**src/design/ddsseq_pkg.sv**
```systemverilog
// ============================================================================
// ddsseq_pkg - shared types and constants for the dds command sequencer
// Channel count, field widths, word codes and reciprocal constants for the
// shared multiply unit.
// ============================================================================
`timescale 1ns / 1ps
`default_nettype none

package ddsseq_pkg;

	localparam int CHANNELS = 4;
	localparam int CH_IDX_W = (CHANNELS > 1) ? $clog2(CHANNELS) : 1;

	// stored setting widths
	localparam int FREQ_W = 25;
	localparam int PH_W   = 9;
	localparam int AMP_W  = 12;

	localparam logic [31:0]       FREQ_LIMIT = 32'd30000000;
	localparam logic [15:0]       PH_LIMIT   = 16'd360;
	localparam logic [15:0]       AMP_LIMIT  = 16'd2100;
	localparam logic [FREQ_W-1:0] FREQ_MAX   = FREQ_W'(FREQ_LIMIT);
	localparam logic [PH_W-1:0]   PH_MAX     = PH_W'(PH_LIMIT);
	localparam logic [AMP_W-1:0]  AMP_MAX    = AMP_W'(AMP_LIMIT);

	// serial word constants
	localparam logic [15:0] DDS_CTRL  = 16'h2100;
	localparam logic [15:0] FREQ_TAG  = 16'h4000;
	localparam logic [15:0] PHASE_TAG = 16'hC000;
	localparam logic [15:0] ACC_RESET = 16'h2000;
	localparam logic [7:0]  DAC_ADDR0 = 8'hC0;
	localparam logic [7:0]  DAC_ADDR1 = 8'hC2;
	localparam logic [7:0]  NO_ADDR   = 8'h00;

	// output word kinds
	localparam logic [1:0] KIND_DDS = 2'd0;
	localparam logic [1:0] KIND_SPI = 2'd1;
	localparam logic [1:0] KIND_I2C = 2'd2;
	localparam logic [1:0] KIND_ACC = 2'd3;

	// multiply unit widths
	localparam int MX_W   = 23;
	localparam int MC_W   = 24;
	localparam int PROD_W = MX_W + MC_W;
	localparam int QUO_W  = 13;
	localparam int BASE_W = 11;
	localparam logic [BASE_W-1:0] DAC_MID = 11'd1200;

	// divide by constant as (x * ceil(2^s / d)) >> s, exact over the operand range
	localparam int DIV7_S    = 16;
	localparam int DIV360_S  = 30;
	localparam int DIVSPI_S  = 34;
	localparam int DIVI2C_S  = 34;
	localparam logic [63:0] DIV7_M64   = ((64'd1 << DIV7_S) + 64'd7 - 64'd1) / 64'd7;
	localparam logic [63:0] DIV360_M64 = ((64'd1 << DIV360_S) + 64'd360 - 64'd1) / 64'd360;
	localparam logic [63:0] DIVSPI_M64 = ((64'd1 << DIVSPI_S) + 64'd2500 - 64'd1) / 64'd2500;
	localparam logic [63:0] DIVI2C_M64 = ((64'd1 << DIVI2C_S) + 64'd3300 - 64'd1) / 64'd3300;

	typedef enum logic [1:0] {
		OP_DIV7,
		OP_DIV360,
		OP_DIV_SPI,
		OP_DIV_I2C
	} mul_op_t;

	function automatic logic [MC_W-1:0] mul_const(input mul_op_t op);
		logic [MC_W-1:0] m;
		unique case (op)
			OP_DIV7:    m = MC_W'(DIV7_M64);
			OP_DIV360:  m = MC_W'(DIV360_M64);
			OP_DIV_SPI: m = MC_W'(DIVSPI_M64);
			OP_DIV_I2C: m = MC_W'(DIVI2C_M64);
			default:    m = '0;
		endcase
		return m;
	endfunction

endpackage

`default_nettype wire

```
**src/design/four_channel_dds_command_sequencer.sv**
```systemverilog
// ============================================================================
// four_channel_dds_command_sequencer - dds/dac serial word sequencer
// Stores per-channel settings from set commands and emits the full serial
// word run for every channel after each command.
// ============================================================================
// Each accepted command optionally updates one channel (tuser 1..4) and then
// produces a run of 6*CHANNELS+1 output transfers: per channel the dds control,
// low and high frequency, phase, spi dac and i2c dac words, then one broadcast
// accumulator reset with tlast high. The input is ready only between runs.
// With the output never stalled the output register sets the pace of a run
// at one word per cycle, and the shared multiply unit finishes each
// channel's four divides inside its six-word slot. Output backpressure
// stretches the run.
`timescale 1ns / 1ps
`default_nettype none

module four_channel_dds_command_sequencer
	import ddsseq_pkg::*;
(
	input  wire logic        clk,
	input  wire logic        arst_n,
	input  wire logic        s_tvalid,
	output logic             s_tready,
	input  wire logic [63:0] s_tdata,   // frequency_hz, phase_deg, amplitude_mv
	input  wire logic [7:0]  s_tuser,   // channel_sel
	output logic             m_tvalid,
	input  wire logic        m_tready,
	output logic      [23:0] m_tdata,   // data_word, bus_address
	output logic      [4:0]  m_tuser,   // target_kind, target_channel
	output logic             m_tlast
);

	typedef enum logic [1:0] {
		ST_IDLE,
		ST_CHAN,
		ST_RESET
	} state_t;

	state_t              state_q;
	logic [CH_IDX_W-1:0] chan_q;
	logic [2:0]          cstep_q;
	logic [2:0]          wstep_q;
	logic [BASE_W-1:0]   base_q;
	logic [QUO_W-1:0]    phase_q;
	logic [QUO_W-1:0]    spi_q;
	logic [QUO_W-1:0]    i2c_q;

	logic                out_valid_q;
	logic [1:0]          out_kind_q;
	logic [2:0]          out_chan_q;
	logic [15:0]         out_word_q;
	logic [7:0]          out_addr_q;
	logic                out_last_q;

	logic                accept;
	logic                slot_free;
	logic                word_ok;
	logic                emit;
	logic [FREQ_W-1:0]   rd_freq;
	logic [PH_W-1:0]     rd_phase;
	logic [AMP_W-1:0]    rd_amp;
	logic [FREQ_W+1:0]   fw;
	mul_op_t             mul_op;
	logic [MX_W-1:0]     mul_x;
	logic [QUO_W-1:0]    mul_q;
	logic [1:0]          word_kind;
	logic [15:0]         word_data;
	logic [7:0]          word_addr;

	assign s_tready  = (state_q == ST_IDLE);
	assign accept    = s_tvalid && s_tready;
	assign slot_free = !out_valid_q || m_tready;
	// first three words need no divide; the rest wait for their quotient
	assign word_ok   = (wstep_q < 3'd3) || (cstep_q >= wstep_q);
	assign emit      = (state_q == ST_CHAN) && slot_free && word_ok;
	assign fw        = {rd_freq, 2'b00};

	ddsseq_store u_store (
		.clk      (clk),
		.arst_n   (arst_n),
		.wr_en    (accept),
		.wr_sel   (s_tuser),
		.wr_freq  (s_tdata[31:0]),
		.wr_phase (s_tdata[47:32]),
		.wr_amp   (s_tdata[63:48]),
		.rd_idx   (chan_q),
		.rd_freq  (rd_freq),
		.rd_phase (rd_phase),
		.rd_amp   (rd_amp)
	);

	// operand schedule for one channel
	always_comb begin
		case (cstep_q)
			3'd0: begin
				mul_op = OP_DIV7;
				mul_x  = MX_W'({rd_amp, 2'b00});
			end
			3'd1: begin
				mul_op = OP_DIV360;
				mul_x  = MX_W'({rd_phase, 12'h000});
			end
			3'd2: begin
				mul_op = OP_DIV_SPI;
				mul_x  = MX_W'({base_q, 12'h000});
			end
			default: begin
				mul_op = OP_DIV_I2C;
				mul_x  = MX_W'({base_q, 12'h000});
			end
		endcase
	end

	ddsseq_mul u_mul (
		.clk (clk),
		.op  (mul_op),
		.x   (mul_x),
		.q   (mul_q)
	);

	always_comb begin
		word_kind = KIND_DDS;
		word_addr = NO_ADDR;
		case (wstep_q)
			3'd0: word_data = DDS_CTRL;
			3'd1: word_data = {2'b01, fw[13:0]};
			3'd2: word_data = 16'(fw[FREQ_W+1:14]) + FREQ_TAG;
			3'd3: word_data = 16'(phase_q) + PHASE_TAG;
			3'd4: begin
				word_kind = KIND_SPI;
				word_data = 16'({spi_q, 2'b00});
			end
			default: begin
				word_kind = KIND_I2C;
				word_data = 16'(i2c_q);
				word_addr = (chan_q == '0) ? DAC_ADDR0 : DAC_ADDR1;
			end
		endcase
	end

	always_ff @(posedge clk or negedge arst_n) begin
		if (!arst_n) begin
			state_q     <= ST_IDLE;
			chan_q      <= '0;
			cstep_q     <= '0;
			wstep_q     <= '0;
			out_valid_q <= 1'b0;
		end else begin
			if (emit || (state_q == ST_RESET && slot_free)) begin
				out_valid_q <= 1'b1;
			end else if (m_tready) begin
				out_valid_q <= 1'b0;
			end
			unique case (state_q)
				ST_IDLE: begin
					if (accept) begin
						state_q <= ST_CHAN;
						chan_q  <= '0;
						cstep_q <= '0;
						wstep_q <= '0;
					end
				end
				ST_CHAN: begin
					if (cstep_q != 3'd5) begin
						cstep_q <= cstep_q + 3'd1;
					end
					if (emit) begin
						if (wstep_q == 3'd5) begin
							cstep_q <= '0;
							wstep_q <= '0;
							if (chan_q == CH_IDX_W'(CHANNELS - 1)) begin
								state_q <= ST_RESET;
							end else begin
								chan_q <= chan_q + CH_IDX_W'(1);
							end
						end else begin
							wstep_q <= wstep_q + 3'd1;
						end
					end
				end
				ST_RESET: begin
					if (slot_free) begin
						state_q <= ST_IDLE;
					end
				end
				default: state_q <= ST_IDLE;
			endcase
		end
	end

	// quotient capture and output payload
	always_ff @(posedge clk) begin
		if (state_q == ST_CHAN) begin
			case (cstep_q)
				3'd1:    base_q  <= DAC_MID - BASE_W'(mul_q);
				3'd2:    phase_q <= mul_q;
				3'd3:    spi_q   <= mul_q;
				3'd4:    i2c_q   <= mul_q;
				default: ;
			endcase
		end
		if (emit) begin
			out_kind_q <= word_kind;
			out_chan_q <= 3'(chan_q) + 3'd1;
			out_word_q <= word_data;
			out_addr_q <= word_addr;
			out_last_q <= 1'b0;
		end else if (state_q == ST_RESET && slot_free) begin
			out_kind_q <= KIND_ACC;
			out_chan_q <= 3'd0;
			out_word_q <= ACC_RESET;
			out_addr_q <= NO_ADDR;
			out_last_q <= 1'b1;
		end
	end

	assign m_tvalid = out_valid_q;
	assign m_tdata  = {out_addr_q, out_word_q};
	assign m_tuser  = {out_chan_q, out_kind_q};
	assign m_tlast  = out_last_q;

endmodule

`default_nettype wire

```
**src/design/ddsseq_store.sv**
```systemverilog
// ============================================================================
// ddsseq_store - per-channel settings store
// Clamps a set command and writes it to the selected channel; one read port
// indexed by the sequencer's channel counter.
// ============================================================================
`timescale 1ns / 1ps
`default_nettype none

module ddsseq_store
	import ddsseq_pkg::*;
(
	input  wire logic                clk,
	input  wire logic                arst_n,
	input  wire logic                wr_en,
	input  wire logic [7:0]          wr_sel,
	input  wire logic [31:0]         wr_freq,
	input  wire logic [15:0]         wr_phase,
	input  wire logic [15:0]         wr_amp,
	input  wire logic [CH_IDX_W-1:0] rd_idx,
	output logic      [FREQ_W-1:0]   rd_freq,
	output logic      [PH_W-1:0]     rd_phase,
	output logic      [AMP_W-1:0]    rd_amp
);

	logic [FREQ_W-1:0]   freq_q  [CHANNELS];
	logic [PH_W-1:0]     phase_q [CHANNELS];
	logic [AMP_W-1:0]    amp_q   [CHANNELS];
	logic                sel_ok;
	logic [CH_IDX_W-1:0] wr_idx;
	logic [7:0]          sel_m1;
	logic [FREQ_W-1:0]   freq_c;
	logic [PH_W-1:0]     phase_c;
	logic [AMP_W-1:0]    amp_c;

	assign sel_ok  = (wr_sel != 8'd0) && (wr_sel <= 8'(CHANNELS));
	assign sel_m1  = wr_sel - 8'd1;
	assign wr_idx  = sel_m1[CH_IDX_W-1:0];
	assign freq_c  = (wr_freq > FREQ_LIMIT) ? FREQ_MAX : FREQ_W'(wr_freq);
	assign phase_c = (wr_phase > PH_LIMIT) ? PH_MAX : PH_W'(wr_phase);
	assign amp_c   = (wr_amp > AMP_LIMIT) ? AMP_MAX : AMP_W'(wr_amp);

	always_ff @(posedge clk or negedge arst_n) begin
		if (!arst_n) begin
			for (int i = 0; i < CHANNELS; i++) begin
				freq_q[i]  <= '0;
				phase_q[i] <= '0;
				amp_q[i]   <= '0;
			end
		end else if (wr_en && sel_ok) begin
			freq_q[wr_idx]  <= freq_c;
			phase_q[wr_idx] <= phase_c;
			amp_q[wr_idx]   <= amp_c;
		end
	end

	assign rd_freq  = freq_q[rd_idx];
	assign rd_phase = phase_q[rd_idx];
	assign rd_amp   = amp_q[rd_idx];

endmodule

`default_nettype wire

```
**src/design/ddsseq_mul.sv**
```systemverilog
// ============================================================================
// ddsseq_mul - shared constant-divide unit
// Registered multiply by a reciprocal constant, then a shift chosen by the
// operation; gives the truncated quotient in the cycle after issue.
// ============================================================================
`timescale 1ns / 1ps
`default_nettype none

module ddsseq_mul
	import ddsseq_pkg::*;
(
	input  wire logic             clk,
	input  wire mul_op_t          op,
	input  wire logic [MX_W-1:0]  x,
	output logic      [QUO_W-1:0] q
);

	logic [PROD_W-1:0] prod_s1;
	mul_op_t           op_s1;
	logic [PROD_W-1:0] shifted;

	always_ff @(posedge clk) begin
		prod_s1 <= PROD_W'(x) * PROD_W'(mul_const(op));
		op_s1   <= op;
	end

	always_comb begin
		unique case (op_s1)
			OP_DIV7:    shifted = prod_s1 >> DIV7_S;
			OP_DIV360:  shifted = prod_s1 >> DIV360_S;
			OP_DIV_SPI: shifted = prod_s1 >> DIVSPI_S;
			OP_DIV_I2C: shifted = prod_s1 >> DIVI2C_S;
			default:    shifted = '0;
		endcase
	end

	assign q = shifted[QUO_W-1:0];

endmodule

`default_nettype wire

```
**config.mk**
```make
export PLATFORM = sky130hd
export DESIGN_NAME = four_channel_dds_command_sequencer
export DESIGN_NICKNAME = d
export VERILOG_FILES = /design/src/design/ddsseq_pkg.sv /design/src/design/four_channel_dds_command_sequencer.sv /design/src/design/ddsseq_store.sv /design/src/design/ddsseq_mul.sv
export SDC_FILE = /design/constraint.sdc
export NUM_CORES = 1
export LEC_CHECK = 0
export ABC_CLOCK_PERIOD_IN_PS = 10970
export BUFFER_PORTS_ARGS = -buffer_cell sky130_fd_sc_hd__buf_2
export CAP_MARGIN = 20
export CORE_MARGIN = 2
export CORE_UTILIZATION = 45
export CTS_BUF_LIST = sky130_fd_sc_hd__clkbuf_8
export DETAILED_ROUTE_END_ITERATION = 6
export GPL_ROUTABILITY_DRIVEN = 0
export HOLD_SLACK_MARGIN = 0.05
export PLACE_DENSITY = 0.69
export SYNTH_ARGS = -nofsm -noshare
export SYNTH_HDL_FRONTEND = slang
export SYNTH_SLANG_ARGS = --single-unit
```
**constraint.sdc**
```tcl
create_clock -name clk -period 10.97 [get_ports clk]
set_input_delay 2.7425 -clock clk [delete_from_list [all_inputs] [get_ports clk]]
set_output_delay 2.7425 -clock clk [all_outputs]
set_load 0.005 [all_outputs]
```
# Yosys cells after proc, flatten, opt, wreduce, memory -nomap -nowiden
# Cells that the tools add are included.
# word_totals
reg_bits	324
in_bits	76
# op_classes
add_sub_neg	8
n_mul	1
order_cmp	9
n_eq_ne	25
muxes	58
n_bitwise	2
reduce_logical	32
# op_table
cell	n
$bwmux W100	1
$mux W25	4
$pmux W24 S4	1
$pmux W16 S5	1
$bmux W25 S2	1
$demux W25 S2	1
$bwmux W48	1
$mux W12	4
$mul A23 B24 Y47	1
$pmux W23 S2	1
$pmux W13 S3	1
$bwmux W36	1
$mux W9	4
$gt A32 B25 Y1 const B	1
$mux W16	2
$bmux W12 S2	1
$demux W12 S2	1
$mux W2	12
$mux W3	8
$mux W8	3
$bmux W9 S2	1
$demux W9 S2	1
$add A13 B15 Y16 const B	1
$add A14 B15 Y16 const B	1
38 further kinds	81

# Depth between registers and ports, before layout
# Gate-level depths: netlist of run 1.
# depth
ltp_word	7
mapped_depth	36

# By module
# From an unflattened synthesis of run 1, not the netlist that was laid out.
# hier_totals
hier_cells	2777
hier_area_um2	28801.4
# by_module_without_submodules
mod	n_inst	cells_per_inst	area_each_um2	seq_area_each_um2
ddsseq_mul	1	1833	16862.4	640.6
ddsseq_store	1	622	7966.4	4604.4
four_channel_dds_command_sequencer	1	322	3972.6	2487.4

# Worst setup path after synthesis of run 1
# OpenSTA, ideal clock, no wires.
# synth_timing
kind	register to register
startpoint	reg cstep_q[1]
endpoint	reg u_mul.prod_s1[46]
arrival_time_ps	7954
slack_ps	2886
stages_incl_launch_ff	36
n_path_buf	3
path_cell_list	dfrtp_1 > inv_1 > ha_1 > clkbuf_1 > nand2_1 > ha_1 > nand2_1 > nand2_1 > clkinv_1 > ha_1 > inv_1 > clkbuf_1 > clkbuf_1 > nor2_1 > inv_1 > fa_1 > fa_1 > inv_1 > fa_1 > inv_1 > fa_1 > inv_1 > fa_1 > fa_1 > inv_1 > fa_1 > inv_1 > ha_1 > a21oi_1 > o21ai_0 > a21oi_1 > o2111ai_1 > nand2_1 > o21ai_0 > o41ai_1 > xnor2_1
# synth_via
elab_chain_cells	5
elab_cells_between_ends	11
cone_classes	mul (1); eq/ne (5); mux (3); reduce/logical (2)
# synth_lines
element	line	text
start, declared	four_channel_dds_command_sequencer.sv:41	logic [2:0] cstep_q;
start signal, assigned	four_channel_dds_command_sequencer.sv:165	cstep_q <= cstep_q + 3'd1;
$eq A3 B2 Y1, or another cell as far along	four_channel_dds_command_sequencer.sv:94	case (cstep_q)
$pmux W2 S3	four_channel_dds_command_sequencer.sv:94	
$eq A2 B2 Y1, or another cell as far along	ddsseq_pkg.sv:68	unique case (op)
$pmux W24 S4	ddsseq_pkg.sv:68	
$mul A23 B24 Y47 *	ddsseq_mul.sv:23	prod_s1 <= PROD_W'(x) * PROD_W'(mul_const(op));
end signal, assigned	ddsseq_mul.sv:23	
end, declared	ddsseq_mul.sv:18	logic [PROD_W-1:0] prod_s1;
# Mark *: on every way between the ends. The rest lies on a longest branch, timed or not. The select of a mux whose other input is x is not followed.
# A chain may end at the register's enable or synchronous reset.

# Worst setup path after layout of run 1
# layout_timing
startpoint	reg cstep_q[1]
endpoint	reg u_mul.prod_s1[46]
# layout_via
elab_chain_cells	5
elab_cells_between_ends	11
cone_classes	mul (1); eq/ne (5); mux (3); reduce/logical (2)
# layout_lines
element	line	text
$eq A3 B2 Y1, or another cell as far along	four_channel_dds_command_sequencer.sv:94	
$pmux W2 S3 *	four_channel_dds_command_sequencer.sv:94	
net mul_op[0]	four_channel_dds_command_sequencer.sv:63	mul_op_t mul_op;
$eq A2 B2 Y1, or another cell as far along	ddsseq_pkg.sv:68	
$pmux W24 S4 *	ddsseq_pkg.sv:68	
$mul A23 B24 Y47 *	ddsseq_mul.sv:23	
# The timed path passes the listed nets; every way through them passes the cells marked *. The select of a mux whose other input is x is not followed.

==> results of run 1 <==
area by class of cell:
type	instances	area (um^2)	area share (%)
Antenna cell	1	2.50	0.00848
Clock buffer	57	785	2.66
Clock inverter	29	224	0.759
Inverter	497	1870	6.32
Multi-Input combinational cell	1775	17200	58.2
Sequential cell	301	7740	26.2
Tap cell	782	978	3.31
Timing Repair Buffer	128	762	2.58
flip-flops by register name, summed over array words and instances (netlist names), 11 cells and up:
signal and count:
base_q 11, i2c_q 13, out_word_q 16, phase_q 13, spi_q 13, u_mul.prod_s1 30
u_store.amp_q 48, u_store.freq_q 100, u_store.phase_q 36
critical path, delay by kind of cell (launching register included):
family | cells | cell delay (ns)
adders and majority gates | 11 | 4.82
and+or+nand+nor | 5 | 0.86
xor gates and xnor gates | 1 | 0.12
AOI/OAI and AO/OA | 6 | 1.47
DFF | 1 | 0.43
buffers and inverters | 11 | 1.67
final timing paths:
path	start	end	slack, ns	depth (start not counted)
worst max-delay path	cstep_q[1]	u_mul.prod_s1[46]	1.50	34
min in group asynchronous	arst_n	u_store.amp_q[27]	2.27	1
worst min register to register	u_store.freq_q[34]	u_store.freq_q[34]	0.48	2
worst max register to register	cstep_q[1]	u_mul.prod_s1[46]	1.50	34
max in group asynchronous	arst_n	u_store.freq_q[87]	7.47	3
worst min-delay path	u_store.freq_q[34]	u_store.freq_q[34]	0.48	2
through the flow:
step                      instances  utilization, %
after global placement         3479            47.3
final                          3570            49.1
after detailed placement       3480            47.3
after floorplan                2693               -
after global routing           3569            49.1
after CTS                      3566            49.0
synth_stat cells, types with 4 or more instances:
cell type / number
a21o_1: 11
a21oi_1: 61
a222oi_1: 13
a22o_1: 4
a22oi_1: 17
a31oi_1: 5
and2_1: 28
and3_1: 46
buf_2: 5
buf_4: 7
clkbuf_1: 104
dfrtp_1: 195
dfxtp_1: 33
edfxtp_1: 73
fa_1: 356
ha_1: 255
inv_1: 496
mux2i_1: 15
mux4_2: 45
nand2_1: 325
nand2b_1: 37
nand3_1: 19
nand3b_1: 4
nand4_1: 10
nor2_1: 132
nor2b_1: 50
nor3_1: 10
o21a_1: 4
o21ai_0: 218
o22ai_1: 4
or2_2: 11
or3_1: 4
xnor2_1: 25
xor2_1: 16
cell families (layout without fill, tap and decap cells):
| family | Yosys count | in the layout | share of synthesized area (%) |
|---|---|---|---|
| simple gates | 687 | 687 | 11.5 |
| buf+inv | 617 | 711 | 8.65 |
| fa+ha+maj | 611 | 611 | 37.9 |
| compound gates | 370 | 370 | 7.88 |
| flops | 301 | 301 | 28.4 |
| mux | 61 | 61 | 4.31 |
| xor+xnor | 41 | 41 | 1.32 |
| other cells | 1 | 6 | 0.0138 |
per-layer routing:
metal	track usage [%]	vias to the layer above	share of wire, %
met1	31.9	9932	41
li1	-	8715	-
met2	38.8	929	47
met4	8.90	0	4.2
met3	4.14	197	8.1
met5	0	-	0
==> flow_metrics.tcl, run 1 <==
set metrics [dict create \
    htree_levels 2 \
    fin_nets 3436 \
    fillers 5485 \
    worst_pin_slew_ns 1.22 \
    die_width_um 250 \
    ant_nets 0 \
    yosys.area.top_type "fa_1" \
    status "complete, but fails checks" \
    grt-ovfl-total 0 \
    slew_viol_final 0 \
    fmax_mhz 106 \
    synth_warnings 0 \
    ctsHoldBuffers 0 \
    finalHoldViolCount 0 \
    drive_gt1_share_pct 9.76 \
    syn_to_final_growth_pct 8.43 \
    synth.area.top_cells "fa_1 (26%), dfrtp_1 (18%), ha_1 (12%), edfxtp_1 (8.1%), inv_1 (6.8%)" \
    worstPathMaxFanout 26 \
    stdcell_area_mm2 0.0295 \
    fin_crit_sh_pct 86.3 \
    arrival_ns 9.93 \
    cp_slowest_cell "fa_1" \
    cts_root_buf "clkbuf_8" \
    path_common_cell "inv_1" \
    crit_type "flip-flop to flip-flop" \
    place_hpwl_um 57300 \
    netlist_instances 2689 \
    slew_headroom_pct 19.0 \
    antenna_found_initial 1 \
    final_common_cell "inv_1" \
    cts.clk_slew.worst_paths_ns 0.06 \
    avgSynthCellArea_um2 10.1 \
    cts_made_buffers 46 \
    row_count 90 \
    postCtsResizedCells 0 \
    finalHoldWorstSlack_ns 0.479 \
    clockBufferDepth 3 \
    grt_max_degree 103 \
    dr.pass1.iters 7 \
    final_cell_mix "inv_1 (505), fa_1 (356), nand2_1 (324), ha_1 (255), o21ai_0 (217)" \
    grt_pass1_vias 20852 \
    drt_wl_total_um 72800 \
    setup_ws_ns 1.50 \
    finalSetupViolations 0 \
    synth_top_area_share_pct 26.2 \
    netlist_area_mm2 0.0272 \
    grt_pass1_wl_um 116000 \
    period_needed_ns 9.47 \
    setup_tns_ns 0 \
    yosysUniqueCellTypes 67 \
    synthArstFlopShare_pct 64.8 \
    num_vias 19773 \
    seq_area_frac_synth_pct 28.4 \
    start_util_pct 45.3 \
    synth_edf_count 73 \
    startpoint_type "flip-flop" \
    synth_ff_type "dfrtp_1" \
    clock_sinks 301 \
    grt.total_usage_pct 23.8 \
    ioPinCount 108 \
    vias_per_cell 5.54 \
    clk_latency_ns 0.59 \
    rsz0062_at_grt "no" \
    die_h_um 250 \
    violations "DRC" \
    slowest_delay_ns 0.56 \
    io_buffers 102 \
    drc 1 \
    drv_cap 0 \
    hold_path.class "flip-flop to flip-flop" \
    place_ws_ns 1.70 \
    drtIter0Drc 1897 \
    dieArea_mm2 0.0625 \
    end_kind "flip-flop" \
    placed_area_mm2 0.0284 \
    ys_ff_latch 301 \
    core_area_mm2 0.0601 \
    post_cts_buffers 0 \
    cts_tree "yes" \
    fin_worst_skew_ns 0.0451 \
    wl_per_cell_um 20.4 \
    critical_path_required_ns 11.43 \
]
Power of run 1 is not shown: default switching activity piles up to over one toggle a cycle in this logic, so the estimate is an artifact.
==> run 2, diff against run 1 <==
- PLACE_DENSITY: 0.69 -> 0.62
==> run 2 against run 1 <==
Effect of this change:
- design area is 0.32% lower
- register-to-register slack is essentially flat
- core utilization is 0.16 points lower
- global-route usage rose by 0.30 points
- the flow now finishes without violations
- wire length rose by 0.88%
- highest routed layer unchanged
==> flow_metrics.tcl, run 2 (same netlist as run 1, synthesis figures left out) <==
set metrics [dict create \
    syn_to_final_growth_pct 8.08 \
    core_area_mm2 0.0601 \
    fin_worst_skew_ns 0.0530 \
    drv_cap 0 \
    wl_per_cell_um 20.6 \
    fin_nets 3438 \
    postCtsResizedCells 0 \
    ioPinCount 108 \
    drc 0 \
    drtIter0Drc 1474 \
    cts_tree "yes" \
    dr.pass1.iters 6 \
    rsz0062_at_grt "no" \
    start_util_pct 45.3 \
    critical_path_required_ns 11.45 \
    cts.clk_slew.worst_paths_ns 0.06 \
    critical_path_buf_inv_count 11 \
    fmax_mhz 106 \
    r2r_slack_ns 1.50 \
    largest_reg_flops 100 \
    ctsHoldBuffers 0 \
    finalHoldWorstSlack_ns 0.473 \
    cts_root_buf "clkbuf_8" \
    final_cell_mix "inv_1 (512), fa_1 (356), nand2_1 (324), ha_1 (255), o21ai_0 (217)" \
    place_hpwl_um 58700 \
    grt-ovfl-total 0 \
    dieArea_mm2 0.0625 \
    status "finished, final reports clean" \
    cp_slowest_cell "inv_1" \
    slew_headroom_pct 28.1 \
    clockBufferDepth 3 \
    post_cts_buffers 0 \
    ant_nets 0 \
    crit_type "flip-flop to flip-flop" \
    slew_viol_final 0 \
    clk_latency_ns 0.61 \
    vias_per_cell 5.40 \
    fin_crit_sh_pct 86.3 \
    num_vias 19246 \
    slowest_delay_ns 0.68 \
    finalSetupViolations 0 \
    worst_pin_slew_ns 1.08 \
    startpoint_type "flip-flop" \
    clock_sinks 301 \
    end_kind "flip-flop" \
    io_buffers 102 \
    die_h_um 250 \
    arrival_ns 9.95 \
    worstPathMaxFanout 26 \
    grt_max_degree 113 \
    htree_levels 2 \
    setup_tns_ns 0 \
    cts_made_buffers 47 \
    grt_pass1_vias 20615 \
    path_common_cell "inv_1" \
    period_needed_ns 9.47 \
    top_register "u_store.freq_q" \
    diodes 0 \
    hold_path.class "flip-flop to flip-flop" \
    top_regs "u_store.freq_q: 100 flops, u_store.amp_q: 48 flops, u_store.phase_q: 36 flops" \
    grt.total_usage_pct 24.1 \
    grt_pass1_wl_um 116000 \
    die_width_um 250 \
    critical_path.top_delay_family "adder cells" \
    row_count 90 \
    fillers 5658 \
    finalHoldViolCount 0 \
    antenna_found_initial 2 \
    final_common_cell "inv_1" \
    drive_gt1_share_pct 9.38 \
    drt_wl_total_um 73400 \
]
run 2: layout make-up:
class                           instances  area [um^2]  area share [%]
Timing Repair Buffer                  129          757            2.57
Multi-Input combinational cell       1775        17200            58.4
Clock inverter                         28          163           0.553
Clock buffer                           54          743            2.53
Inverter                              497         1870            6.34
Tap cell                              782          978            3.32
Sequential cell                       301         7740            26.3
run 2: per-layer routing:
layer	vias up	part of all wire (%)	wire length, um	track usage, %
met5	-	0	0	0
met4	0	3.8	2790	8.83
met3	163	7.3	5380	4.39
met2	738	46	33600	38.1
met1	9622	43	31600	33.3
li1	8723	-	-	-
run 2: final timing paths:
check	startpoint	end	cells after the start
setup reg to reg	cstep_q[1]	u_mul.prod_s1[46]	34
setup / recovery	cstep_q[1]	u_mul.prod_s1[46]	34
min in group asynchronous	arst_n	u_store.freq_q[91]	1
hold reg to reg	u_store.freq_q[87]	u_store.freq_q[87]	2
hold / removal	u_store.freq_q[87]	u_store.freq_q[87]	2
max in group asynchronous	arst_n	u_store.amp_q[40]	3
run 2: worst min-delay path, stage by stage (launching register included):
cell and delay [ns]:
dfrtp_1 0.34, nand2_1 0.04, o21ai_0 0.06
run 2: through the flow:
stage          cells  worst slack, ns  util [%]  instance area [um^2]
2_1_floorplan   2693             2.89         -                 27200
3_3_place_gp    3481             1.78      47.3                 28500
3_5_place_dp    3481             1.58      47.3                 28500
4_1_cts         3563             1.57      48.8                 29400
5_1_grt         3566            0.891      48.9                 29400
6_report        3566             1.50      48.9                 29400
Power of run 2 is left out for the same reason.
